--- src/design/postfix_expression_evaluator_unit_defines.svh ---
// ---------------------------------------------------------------------------
// Assertion macros for the postfix expression evaluator
// Implication checks on the rising clock edge, disabled during reset.
// ---------------------------------------------------------------------------
`ifndef POSTFIX_EXPRESSION_EVALUATOR_UNIT_DEFINES_SVH
`define POSTFIX_EXPRESSION_EVALUATOR_UNIT_DEFINES_SVH

// Same-cycle implication.
`define PEE_ASSERT_IMPL(label, clk, rst_n, ante, cons) \
    label: assert property (@(posedge clk) disable iff (!rst_n) (ante) |-> (cons)) \
        else $error("postfix evaluator: same-cycle check failed");

// Next-cycle implication.
`define PEE_ASSERT_NEXT(label, clk, rst_n, ante, cons) \
    label: assert property (@(posedge clk) disable iff (!rst_n) (ante) |=> (cons)) \
        else $error("postfix evaluator: next-cycle check failed");

`endif

--- src/design/pee_pkg.sv ---
// ---------------------------------------------------------------------------
// pee_pkg
// Types, widths and character codes shared by the postfix evaluator.
// ---------------------------------------------------------------------------
`default_nettype none

package pee_pkg;

    localparam int STACK_DEPTH = 64;
    localparam int WORD_W      = 32;
    localparam int SP_W        = $clog2(STACK_DEPTH + 1);
    localparam int ADDR_W      = $clog2(STACK_DEPTH);
    localparam int CNT_W       = $clog2(WORD_W);

    typedef logic [WORD_W-1:0] word_t;
    typedef logic [7:0]        char_t;
    typedef logic [1:0]        status_t;

    localparam char_t CH_ZERO    = 8'd48;
    localparam char_t CH_PLUS    = 8'd43;
    localparam char_t CH_MINUS   = 8'd45;
    localparam char_t CH_STAR    = 8'd42;
    localparam char_t CH_SLASH   = 8'd47;
    localparam char_t CH_PERCENT = 8'd37;

    localparam status_t ST_OK      = 2'd0;
    localparam status_t ST_UNDER   = 2'd1;
    localparam status_t ST_OVER    = 2'd2;
    localparam status_t ST_DIVZERO = 2'd3;

endpackage

`default_nettype wire

--- src/design/pee_in_if.sv ---
// ---------------------------------------------------------------------------
// pee_in_if
// Character channel: one expression character per beat.
// ---------------------------------------------------------------------------
`default_nettype none

interface pee_in_if;
    import pee_pkg::*;

    logic  valid;
    logic  ready;
    char_t symbol;
    logic  last;

    modport source (output valid, output symbol, output last, input ready);
    modport sink   (input valid, input symbol, input last, output ready);
endinterface

`default_nettype wire

--- src/design/pee_out_if.sv ---
// ---------------------------------------------------------------------------
// pee_out_if
// Result channel: one evaluated expression per beat.
// ---------------------------------------------------------------------------
`default_nettype none

interface pee_out_if;
    import pee_pkg::*;

    logic    valid;
    logic    ready;
    word_t   value;
    status_t status;

    modport source (output valid, output value, output status, input ready);
    modport sink   (input valid, input value, input status, output ready);
endinterface

`default_nettype wire

--- src/design/postfix_expression_evaluator_unit.sv ---
// ---------------------------------------------------------------------------
// postfix_expression_evaluator_unit
// Postfix (RPN) evaluator over a value stack, one character per beat.
// ---------------------------------------------------------------------------
// Characters arrive on the request channel, one per beat, the final one of
// an expression flagged by last. An operator byte (+ - * / %) pops the right
// operand, then the left, and pushes the 32-bit wrapped result; any other
// byte pushes its code minus 48. After the last character the stack top is
// popped and returned on the response channel with the first error of the
// expression (0 ok, 1 underflow, 2 overflow, 3 divide by zero); the stack
// and error are then cleared. One character is in flight at a time: the
// request is ready only while the sequencer is idle. A / or % runs 32
// restoring steps of the shared adder, unless the divisor is zero; a last
// character adds a final pop and hand-off. The stack is a single-port-read
// memory with registered read data, which sets the pop latency. A result
// waiting in the output register does not block the next expression until
// that expression is ready to emit. No clearing pass is needed after reset.
// ---------------------------------------------------------------------------
`default_nettype none

`include "postfix_expression_evaluator_unit_defines.svh"

module postfix_expression_evaluator_unit (
    input  wire logic clk,
    input  wire logic rst_n,
    pee_in_if.sink    request,
    pee_out_if.source response
);
    import pee_pkg::*;

    typedef enum logic [3:0] {
        S_IDLE,
        S_POP_R,
        S_POP_L,
        S_EXEC,
        S_ABS_N,
        S_ABS_D,
        S_DIV,
        S_FIX,
        S_PUSH,
        S_FINAL,
        S_EMIT
    } state_t;

    function automatic logic is_operator(input char_t c);
        return (c == CH_PLUS) || (c == CH_MINUS) || (c == CH_STAR) ||
               (c == CH_SLASH) || (c == CH_PERCENT);
    endfunction

    // control state
    state_t          state_reg;
    logic [SP_W-1:0] sp_reg;
    status_t         err_reg;
    logic            rd_hit_reg;
    logic [CNT_W-1:0] cnt_reg;
    logic            out_valid_reg;

    // datapath
    char_t   sym_reg;
    logic    last_reg;
    word_t   opb_reg;
    word_t   res_reg;
    word_t   quo_reg;
    word_t   rem_reg;
    word_t   den_reg;
    logic    nneg_reg;
    logic    dneg_reg;
    word_t   out_value_reg;
    status_t out_status_reg;

    // stack memory
    word_t   stack_mem [STACK_DEPTH];
    word_t   rd_data_reg;

    logic              accept;
    logic              pop_state;
    logic              stack_empty;
    logic              stack_full;
    logic [SP_W-1:0]   sp_dec;
    word_t             pop_data;
    logic              is_divrem;
    logic              emit_go;
    logic              div_bit;
    logic [WORD_W:0]   alu_a;
    logic [WORD_W:0]   alu_b;
    logic              alu_sub;
    logic [WORD_W+1:0] alu_sum;
    logic [2*WORD_W-1:0] mul_full;

    assign accept      = request.valid && request.ready;
    assign pop_state   = (state_reg == S_POP_R) || (state_reg == S_POP_L) ||
                         (state_reg == S_FINAL);
    assign stack_empty = (sp_reg == '0);
    assign stack_full  = (sp_reg >= SP_W'(STACK_DEPTH));
    assign sp_dec      = sp_reg - 1'b1;
    // an empty-stack pop reads as zero
    assign pop_data    = rd_hit_reg ? rd_data_reg : '0;
    assign is_divrem   = (sym_reg == CH_SLASH) || (sym_reg == CH_PERCENT);
    assign emit_go     = (state_reg == S_EMIT) && (!out_valid_reg || response.ready);

    assign request.ready   = (state_reg == S_IDLE);
    assign response.valid  = out_valid_reg;
    assign response.value  = out_value_reg;
    assign response.status = out_status_reg;

    // Shared adder: digit conversion, add, subtract, magnitudes, divide steps
    // and the final sign fix all go through here.
    always_comb
    begin
        alu_a   = '0;
        alu_b   = '0;
        alu_sub = 1'b0;
        unique case (state_reg)
            S_IDLE:
            begin
                alu_a   = (WORD_W+1)'(request.symbol);
                alu_b   = (WORD_W+1)'(CH_ZERO);
                alu_sub = 1'b1;
            end
            S_EXEC:
            begin
                alu_a   = {1'b0, pop_data};
                alu_b   = {1'b0, opb_reg};
                alu_sub = (sym_reg == CH_MINUS);
            end
            S_ABS_N:
            begin
                alu_b   = {1'b0, quo_reg};
                alu_sub = 1'b1;
            end
            S_ABS_D:
            begin
                alu_b   = {1'b0, den_reg};
                alu_sub = 1'b1;
            end
            S_DIV:
            begin
                alu_a   = {rem_reg, quo_reg[WORD_W-1]};
                alu_b   = {1'b0, den_reg};
                alu_sub = 1'b1;
            end
            S_FIX:
            begin
                if (sym_reg == CH_PERCENT)
                begin
                    alu_b   = {1'b0, rem_reg};
                    alu_sub = nneg_reg;
                end
                else
                begin
                    alu_b   = {1'b0, quo_reg};
                    alu_sub = nneg_reg ^ dneg_reg;
                end
            end
            default:
            begin
                alu_a   = '0;
                alu_b   = '0;
                alu_sub = 1'b0;
            end
        endcase
    end

    assign alu_sum  = {1'b0, alu_a} + ({1'b0, alu_b} ^ {(WORD_W+2){alu_sub}}) +
                      (WORD_W+2)'(alu_sub);
    // trial subtract fits when the difference is not negative
    assign div_bit  = ~alu_sum[WORD_W+1];
    assign mul_full = {{WORD_W{1'b0}}, pop_data} * {{WORD_W{1'b0}}, opb_reg};

    // Sequencer: state, stack pointer, first error, output valid.
    always_ff @(posedge clk or negedge rst_n)
    begin
        if (!rst_n)
        begin
            state_reg     <= S_IDLE;
            sp_reg        <= '0;
            err_reg       <= ST_OK;
            rd_hit_reg    <= 1'b0;
            cnt_reg       <= '0;
            out_valid_reg <= 1'b0;
        end
        else
        begin
            // load a new result beat, or drop the one just taken
            if (emit_go)
            begin
                out_valid_reg <= 1'b1;
            end
            else if (response.ready)
            begin
                out_valid_reg <= 1'b0;
            end
            unique case (state_reg)
                S_IDLE:
                begin
                    if (accept)
                    begin
                        state_reg <= is_operator(request.symbol) ? S_POP_R : S_PUSH;
                    end
                end
                S_POP_R, S_POP_L, S_FINAL:
                begin
                    if (stack_empty)
                    begin
                        rd_hit_reg <= 1'b0;
                        if (err_reg == ST_OK)
                        begin
                            err_reg <= ST_UNDER;
                        end
                    end
                    else
                    begin
                        rd_hit_reg <= 1'b1;
                        sp_reg     <= sp_dec;
                    end
                    priority case (state_reg)
                        S_POP_R: state_reg <= S_POP_L;
                        S_POP_L: state_reg <= S_EXEC;
                        default: state_reg <= S_EMIT;
                    endcase
                end
                S_EXEC:
                begin
                    if (is_divrem && (opb_reg == '0))
                    begin
                        if (err_reg == ST_OK)
                        begin
                            err_reg <= ST_DIVZERO;
                        end
                        state_reg <= S_PUSH;
                    end
                    else if (is_divrem)
                    begin
                        state_reg <= S_ABS_N;
                    end
                    else
                    begin
                        state_reg <= S_PUSH;
                    end
                end
                S_ABS_N:
                begin
                    state_reg <= S_ABS_D;
                end
                S_ABS_D:
                begin
                    cnt_reg   <= '0;
                    state_reg <= S_DIV;
                end
                S_DIV:
                begin
                    cnt_reg <= cnt_reg + 1'b1;
                    if (cnt_reg == CNT_W'(WORD_W - 1))
                    begin
                        state_reg <= S_FIX;
                    end
                end
                S_FIX:
                begin
                    state_reg <= S_PUSH;
                end
                S_PUSH:
                begin
                    // drop the value on a full stack
                    if (stack_full)
                    begin
                        if (err_reg == ST_OK)
                        begin
                            err_reg <= ST_OVER;
                        end
                    end
                    else
                    begin
                        sp_reg <= sp_reg + 1'b1;
                    end
                    state_reg <= last_reg ? S_FINAL : S_IDLE;
                end
                S_EMIT:
                begin
                    if (emit_go)
                    begin
                        sp_reg        <= '0;
                        err_reg       <= ST_OK;
                        state_reg     <= S_IDLE;
                    end
                end
                default:
                begin
                    state_reg <= S_IDLE;
                end
            endcase
        end
    end

    // Datapath registers: operands, divider, result and output payload.
    always_ff @(posedge clk)
    begin
        unique case (state_reg)
            S_IDLE:
            begin
                if (accept)
                begin
                    sym_reg  <= request.symbol;
                    last_reg <= request.last;
                    res_reg  <= alu_sum[WORD_W-1:0];
                end
            end
            S_POP_L:
            begin
                opb_reg <= pop_data;
            end
            S_EXEC:
            begin
                if (sym_reg == CH_STAR)
                begin
                    res_reg <= mul_full[WORD_W-1:0];
                end
                else if (is_divrem)
                begin
                    res_reg  <= '0;
                    quo_reg  <= pop_data;
                    den_reg  <= opb_reg;
                    nneg_reg <= pop_data[WORD_W-1];
                    dneg_reg <= opb_reg[WORD_W-1];
                    rem_reg  <= '0;
                end
                else
                begin
                    res_reg <= alu_sum[WORD_W-1:0];
                end
            end
            S_ABS_N:
            begin
                if (nneg_reg)
                begin
                    quo_reg <= alu_sum[WORD_W-1:0];
                end
            end
            S_ABS_D:
            begin
                if (dneg_reg)
                begin
                    den_reg <= alu_sum[WORD_W-1:0];
                end
            end
            S_DIV:
            begin
                rem_reg <= div_bit ? alu_sum[WORD_W-1:0]
                                   : {rem_reg[WORD_W-2:0], quo_reg[WORD_W-1]};
                quo_reg <= {quo_reg[WORD_W-2:0], div_bit};
            end
            S_FIX:
            begin
                res_reg <= alu_sum[WORD_W-1:0];
            end
            S_EMIT:
            begin
                if (emit_go)
                begin
                    out_value_reg  <= pop_data;
                    out_status_reg <= err_reg;
                end
            end
            default:
            begin
            end
        endcase
    end

    // Stack memory: push writes, pops read with registered data.
    always_ff @(posedge clk)
    begin
        if ((state_reg == S_PUSH) && !stack_full)
        begin
            stack_mem[sp_reg[ADDR_W-1:0]] <= res_reg;
        end
        if (pop_state && !stack_empty)
        begin
            rd_data_reg <= stack_mem[sp_dec[ADDR_W-1:0]];
        end
    end

    `PEE_ASSERT_IMPL(a_sp_in_range, clk, rst_n, 1'b1, sp_reg <= SP_W'(STACK_DEPTH))
    `PEE_ASSERT_NEXT(a_emit_clears, clk, rst_n, emit_go,
        (sp_reg == '0) && (err_reg == ST_OK) && out_valid_reg)
    `PEE_ASSERT_NEXT(a_divzero_noted, clk, rst_n,
        (state_reg == S_EXEC) && is_divrem && (opb_reg == '0) && (err_reg == ST_OK),
        err_reg == ST_DIVZERO)

endmodule

`default_nettype wire
--- src/flat_wrapper.sv ---
// flat-port wrapper written by rule: the top's interface ports become plain ports
module postfix_expression_evaluator_unit_flat import pee_pkg::*;
  (clk, rst_n, request_valid, request_symbol, request_last, request_ready, response_valid, response_value, response_status, response_ready);
  pee_in_if request_i ();
  pee_out_if response_i ();
  input  wire logic clk;
  input  wire logic rst_n;
  input wire logic [$bits(request_i.valid)-1:0] request_valid;
  input wire logic [$bits(request_i.symbol)-1:0] request_symbol;
  input wire logic [$bits(request_i.last)-1:0] request_last;
  output wire logic [$bits(request_i.ready)-1:0] request_ready;
  output wire logic [$bits(response_i.valid)-1:0] response_valid;
  output wire logic [$bits(response_i.value)-1:0] response_value;
  output wire logic [$bits(response_i.status)-1:0] response_status;
  input wire logic [$bits(response_i.ready)-1:0] response_ready;
  assign request_i.valid = request_valid;
  assign request_i.symbol = request_symbol;
  assign request_i.last = request_last;
  assign request_ready = request_i.ready;
  assign response_valid = response_i.valid;
  assign response_value = response_i.value;
  assign response_status = response_i.status;
  assign response_i.ready = response_ready;
  postfix_expression_evaluator_unit u_core (.clk(clk), .rst_n(rst_n), .request(request_i), .response(response_i));
endmodule
--- config.mk ---
export PLATFORM = sky130hd
export DESIGN_NAME = postfix_expression_evaluator_unit_flat
export DESIGN_NICKNAME = d
export VERILOG_FILES = /design/src/design/pee_pkg.sv /design/src/design/pee_in_if.sv /design/src/design/pee_out_if.sv /design/src/design/postfix_expression_evaluator_unit.sv /design/src/flat_wrapper.sv
export VERILOG_INCLUDE_DIRS = /design/src /design/src/design
export SDC_FILE = /design/constraint.sdc
export NUM_CORES = 2
export LEC_CHECK = 0
export ABC_AREA = 1
export BUFFER_PORTS_ARGS = -buffer_cell sky130_fd_sc_hd__buf_4
export CELL_PAD_IN_SITES_DETAIL_PLACEMENT = 1
export CELL_PAD_IN_SITES_GLOBAL_PLACEMENT = 1
export CORE_MARGIN = 8
export CORE_UTILIZATION = 40
export DETAILED_ROUTE_END_ITERATION = 12
export MAX_ROUTING_LAYER = met4
export PLACE_DENSITY_LB_ADDON = 0.08
export SLEW_MARGIN = 15
export SYNTH_ARGS = -nofsm -noshare
export SYNTH_HDL_FRONTEND = slang
export SYNTH_SLANG_ARGS = --single-unit
--- constraint.sdc ---
create_clock -name clk -period 17.5 [get_ports clk]
set_input_delay 1.75 -clock clk [delete_from_list [all_inputs] [get_ports clk]]
set_output_delay 1.75 -clock clk [all_outputs]
set_load 0.005 [all_outputs]
== Yosys cells after proc, flatten, opt, wreduce, memory -nomap -nowiden ==
Memory sizes are Yosys's and may differ from the RTL's. A register that Yosys moved wholly into a read port is not among the register bits.
Index checks and enable logic that the tools add are counted.
Storage, ports and cells
  bits in registers: 225
  memory bits (writable): 2048
  memories: 1
  bits of input ports: 13
  output and inout bits: 36
Cells by class
  bitwise logic cells: 4
  multipliers: 1
  add/subtract/negate cells: 5
  mux-type cells: 49
  equality and inequality tests: 35
  order comparisons: 1
  reductions and logical operators: 41
Memory list
  u_core.stack_mem: depth 64, bits a word 32, rd ports 1, clocked after memory_dff 1, write ports 1, line postfix_expression_evaluator_unit.sv:72  | word_t stack_mem [STACK_DEPTH];
Operators by type and width (number)
  $mux 32: 14
  $pmux 32 s3: 2
  $pmux 33 s5: 1
  $pmux 32 s2: 2
  $pmux 33 s3: 1
  $eq 8x6->1 const B: 9
  $pmux 4 s9: 1
  $add 33x34->34: 1
  $add 34x1->34: 1
  $xor 33x34->34: 1
  $logic_not 32->1: 1
  $mul 32x32->32: 1
  $mux 4: 7
  $ne 2x1->1 const B: 11
  $mux 7: 3
  $pmux 7 s3: 1
  $eq 4x3->1 const B: 4
  $mux 2: 7
  $eq 4x4->1 const B: 3
  $reduce_and 4->1: 3
  $pmux 5 s2: 1
  $reduce_and 3->1: 3
  $reduce_bool 3->1: 3
  $eq 4x2->1 const B: 2
  other kinds (26): 53

== Logic depth before layout (Yosys ltp) ==
  depth in word-level cells: 9
  depth in mapped cells: 34

== Least setup slack after synthesis ==
OpenSTA, ideal clock, no wires.
  path type: register -> register
  from: reg u_core.rd_hit_reg
  to: reg u_core.res_reg[29], data pin
  path slack: 10.455 ns
  path buffers: 4
  cell stages (with the launch flop): 28
  setup time: 0.255 ns
  period minus slack after synthesis: 7.045 ns
  arrival time: 6.790 ns
  cells stage by stage: dfrtp_1 > buf_4 > buf_6 > buf_6 > nand2_1 > clkbuf_1 > clkinv_1 > nand2_1 > fa_1 > fa_1 > fa_1 > fa_1 > fa_1 > inv_1 > fa_1 > fa_1 > fa_1 > ha_1 > nand2_1 > nor4_1 > nand3_1 > nand3_1 > a21oi_1 > xor2_1 > nand2_1 > nand2_1 > o21ai_0 > inv_1
Between the ends
  cells in the longest elaborated chain, start to end: 7
RTL lines
  start, declared: line postfix_expression_evaluator_unit.sv:54  | logic rd_hit_reg;
  start signal, assigned: line postfix_expression_evaluator_unit.sv:178  | rd_hit_reg <= 1'b0;
  start signal, assigned: line postfix_expression_evaluator_unit.sv:205  | rd_hit_reg <= 1'b0;
  start signal, assigned: line postfix_expression_evaluator_unit.sv:213  | rd_hit_reg <= 1'b1;
  $mux 32 (*): line postfix_expression_evaluator_unit.sv:97  | assign pop_data = rd_hit_reg ? rd_data_reg : '0;
  net u_core.pop_data[15]: line postfix_expression_evaluator_unit.sv:80  | word_t pop_data;
  $pmux 33 s3: line postfix_expression_evaluator_unit.sv:113  | unique case (state_reg)
  $add 33x34->34: line postfix_expression_evaluator_unit.sv:164  | assign alu_sum = {1'b0, alu_a} + ({1'b0, alu_b} ^ {(WORD_W+2){alu_sub}}) +
  $add 34x1->34: line postfix_expression_evaluator_unit.sv:164
  $mux 32: line postfix_expression_evaluator_unit.sv:318  | else if (is_divrem)
  $mux 32: line postfix_expression_evaluator_unit.sv:314  | if (sym_reg == CH_STAR)
  $pmux 32 s3 (*): line postfix_expression_evaluator_unit.sv:298  | unique case (state_reg)
  end signal, assigned: line postfix_expression_evaluator_unit.sv:305  | res_reg <= alu_sum[WORD_W-1:0];
  end signal, assigned: line postfix_expression_evaluator_unit.sv:316  | res_reg <= mul_full[WORD_W-1:0];
  end signal, assigned: line postfix_expression_evaluator_unit.sv:329  | res_reg <= alu_sum[WORD_W-1:0];
  end, declared: line postfix_expression_evaluator_unit.sv:62  | word_t res_reg;
Mark *: on every way through the listed nets, which the timed path passes. The rest lies on a longest branch. The select of a mux whose other input is x is not followed.
A chain may end at the register's enable or synchronous reset.

== Final worst setup path ==
Ends and elaborated chain as after synthesis.

==> reports/qor_table.md <==
| Item | This run | Unit |
|:---|:---|:---|
| Routed length per instance | 31.5 | um |
| Worst-skew pair later-pin latency | 0.86 | ns |
| Endpoint of the lowest-slack register-to-register path | u_core.res_reg[29]$_DFFE_PP_ | - |
| Final antenna-violating net count | 0 | - |
| Outcome | finished, final reports clean | - |
| Total half-perimeter wirelength after legalization and detailed placement | 246 | mm |
| Worst-case headroom to the max-slew limit | 13.5 | % |
| Root buf cell | sky130_fd_sc_hd__clkbuf_16 | - |
| Startpoint types | flip-flop | - |
| Unique cell type count in the Yosys netlist | 56 | - |
| Final Cycle Share | 48.8 | % |
| Drt drc | 0 | - |
| GRT Total Usage | 28.6 | % |
| Highest-count cells in the layout ignoring fill and taps | sky130_fd_sc_hd__edfxtp_1, sky130_fd_sc_hd__nor2_1, sky130_fd_sc_hd__o21ai_0, sky130_fd_sc_hd__o22ai_1, sky130_fd_sc_hd__inv_1 | - |
| Critical path endpoint | u_core.res_reg[29]$_DFFE_PP_ | - |
| Hold bufs inserted after CTS | 0 | - |
| Clock slew at the register clock pins of the worst setup and hold paths | 0.06 | ns |
| Kind of critical path | reg2reg | - |
| Boundary Pins | 49 | - |
| Net count reported at finish | 9884 | - |
| Sequential element share of the synthesized area | 63.4 | % |
| Sinks on the clock net | 2305 | - |
| Overall die width | 538 | um |
| Fin Clk Skew | 0.0459 | ns |
| Ys Warns | 0 | - |
| Synthesized Nets | 9907 | - |
| Initial cell density of the core | 40.2 | % |
| Fin crit period | 8.53 | ns |
| Peak clock frequency supported by timing | 117 | MHz |
| Beginning of the critical path | u_core.rd_hit_reg$_DFFE_PN0P_ | - |
| Area enclosed by the die boundary | 0.289 | mm^2 |
| Number of global-route vias before repair | 78652 | - |
| IO buf count | 48 | - |
| TritonCTS clock tree | yes | - |
| Post-synthesis area per instance | 11.7 | um^2 |
| Kind of path behind the tightest hold check | reg2reg | - |
| Synthesis-to-finish area growth | 12.3 | % |
| Final setup vio count | 0 | - |
| Place WS | 9.14 | ns |
| Most common cell after layout, fill and taps aside | sky130_fd_sc_hd__edfxtp_1 | - |
| Wire length of the first global-routing pass | 583 | mm |
| Cells on worst reg2reg path | 24 | - |
| Setup slack of the worst register-to-register path | 8.97 | ns |
| Violation count after the first detailed-routing iteration | 8204 | - |
| Row Count | 191 | - |
| Largest register FFs | 2048 | - |
| Count of state elements after synthesis | 2305 | - |
| Count of cells resized by post-cts repair | 0 | - |
| Clk buf depth | 4 | - |
| Placeable core region | 0.271 | mm^2 |
| Start of the worst register-to-register path | u_core.rd_hit_reg$_DFFE_PN0P_ | - |
| Required arrival time at the worst endpoint | 18.10 | ns |
| Unrepaired setup endpoints after global routing | false | - |
| Element type at the critical path end | flip-flop | - |
| Slew of the pin with the lowest slew margin | 1.30 | ns |
| H-tree level count | 5 | - |
| Mapped Area | 0.109 | mm^2 |
| Count of final hold-check violations | 0 | - |
| Final TNS setup | 0 | ns |
| Overflow left after global routing | 0 | - |
| PnR worst setup slack | 8.97 | ns |
| # Post-CTS Setup Buffers | 0 | - |
| Height of the die | 538 | um |
| Detailed-route wire length | 412 | mm |
| Final number of max-transition violations | 0 | - |
| Share of layout cells above drive strength 1 | 8.11 | % |
| Arr. time, crit path | 9.13 | ns |
| Antenna violations before repair | 21 | - |
| Per-cell via count in the routed design | 5.90 | - |
| Maximum net fanout on the critical path | 20 | - |
| GPL Wtd Cong | 0.918 | - |
| Total number of vias | 77190 | - |
| Pin count of the biggest net entering global routing | 189 | - |
| Clock buffers created by TritonCTS | 270 | - |
| Post-Syn Instances | 9326 | - |
| Number of detailed-routing iterations run before antenna repair | 5 | - |
| Max cap viols | 0 | - |
[layout make-up]
class | count | area [um^2]
Multi-Input combinational cell | 5792 | 35700
Tap cell | 3570 | 4470
Fill cell | 28214 | 148000
Clock inverter | 128 | 1130
Inverter | 649 | 2460
Clock buffer | 334 | 7120
Sequential cell | 2305 | 69100
Antenna cell | 12 | 30.0
Timing Repair Buffer | 285 | 2280
[layer usage]
layer | part of all wire, % | vias to the layer above | track usage, %
met1 | 43 | 40935 | 38.0
met5 | 0 | - | -
met4 | 3.5 | 0 | 8.60
met2 | 48 | 2601 | 46.5
li1 | - | 33027 | -
met3 | 5.8 | 627 | 3.56
[critical path, stage by stage (launching register included)]
cell and delay, ns:
sky130_fd_sc_hd__dfrtp_1 0.58, sky130_fd_sc_hd__buf_4 0.34, sky130_fd_sc_hd__nand2_1 0.55, sky130_fd_sc_hd__clkinv_1 0.67, sky130_fd_sc_hd__nand2_1 0.23, sky130_fd_sc_hd__fa_1 0.46, sky130_fd_sc_hd__fa_1 0.53, sky130_fd_sc_hd__fa_1 0.60
sky130_fd_sc_hd__fa_1 0.47, sky130_fd_sc_hd__fa_1 0.57, sky130_fd_sc_hd__inv_1 0.06, sky130_fd_sc_hd__fa_1 0.46, sky130_fd_sc_hd__fa_1 0.52, sky130_fd_sc_hd__fa_1 0.43, sky130_fd_sc_hd__ha_1 0.37, sky130_fd_sc_hd__nand2_1 0.12
sky130_fd_sc_hd__nor4_1 0.39, sky130_fd_sc_hd__nand3_1 0.13, sky130_fd_sc_hd__nand3_1 0.22, sky130_fd_sc_hd__a21oi_1 0.11, sky130_fd_sc_hd__xor2_1 0.15, sky130_fd_sc_hd__nand2_1 0.06, sky130_fd_sc_hd__nand2_1 0.04, sky130_fd_sc_hd__o21ai_0 0.09
sky130_fd_sc_hd__inv_1 0.06
[synth_stat cells, drive strengths merged]
library cell	number	share of area [%]
a32oi	1	0.0080
nand4	11	0.063
a21boi	5	0.034
a211oi	2	0.014
o221ai	34	0.27
edfxtp	2285	63
nor2	1892	6.5
clkbuf	506	1.7
o211ai	16	0.11
dfrtp	20	0.46
nand3b	10	0.069
and3	1	0.0057
ha	159	1.8
xor2	68	0.55
a21oi	123	0.60
a22o	4	0.032
o21bai	10	0.072
o32ai	15	0.12
inv	622	2.1
or2	2	0.011
nand3	82	0.39
a31oi	7	0.040
o41ai	1	0.0080
a21o	14	0.096
a221o	1	0.0092
nand2	614	2.2
buf	74	0.34
a32o	2	0.018
clkinv	27	0.093
nor3	22	0.10
a22oi	10	0.069
xnor2	43	0.35
o2111a	1	0.010
o22ai	684	3.9
fa	409	7.5
o21ai	1514	7.0
o31ai	2	0.014
a2111o	1	0.010
a221oi	12	0.096
o2111ai	2	0.016
nor4	11	0.069
o21a	7	0.048
[worst min path at each step]
stage                                  from                        end  slack [ns]  depth (start not counted)
2_1_floorplan  u_core.opb_reg[31]$_DFFE_PP_  u_core.dneg_reg$_DFFE_PP_        0.43                          0
3_3_place_gp   u_core.opb_reg[31]$_DFFE_PP_  u_core.dneg_reg$_DFFE_PP_        0.46                          0
3_5_place_dp   u_core.opb_reg[31]$_DFFE_PP_  u_core.dneg_reg$_DFFE_PP_        0.45                          0
4_1_cts        u_core.opb_reg[31]$_DFFE_PP_  u_core.dneg_reg$_DFFE_PP_        0.48                          0
5_1_grt        u_core.opb_reg[31]$_DFFE_PP_  u_core.dneg_reg$_DFFE_PP_        0.50                          0
6_report       u_core.opb_reg[31]$_DFFE_PP_  u_core.dneg_reg$_DFFE_PP_        0.49                          0
[per-stage QoR]
stage               cell area [um^2]  utilization, %  cells  hold slack (ns)
CTS                           122000            45.2  13063            0.478
floorplan                     109000               -   9326            0.426
global placement              114000            42.1  12600            0.462
global route                  122000            45.2  13067            0.496
detailed placement            114000            42.1  12601            0.454
finish                        122000            45.2  13075            0.487
[kinds of logic (layout without fill, tap and decap cells)]
family | after synthesis | count (layout) | share of synthesized area, %
adder cells (fa/ha/maj) | 568 | 568 | 9.34
XOR/XNOR | 111 | 111 | 0.892
AO/OA/AOI/OAI | 2468 | 2468 | 12.6
flip-flops | 2305 | 2305 | 63.4
AND/OR/NAND/NOR | 2645 | 2645 | 9.42
other | 0 | 12 | 0
buffers and inverters | 1229 | 1396 | 4.32
Power is left out: the tool's default activity adds up to more than one toggle a clock period on the data nets, which glitch-free logic cannot reach.
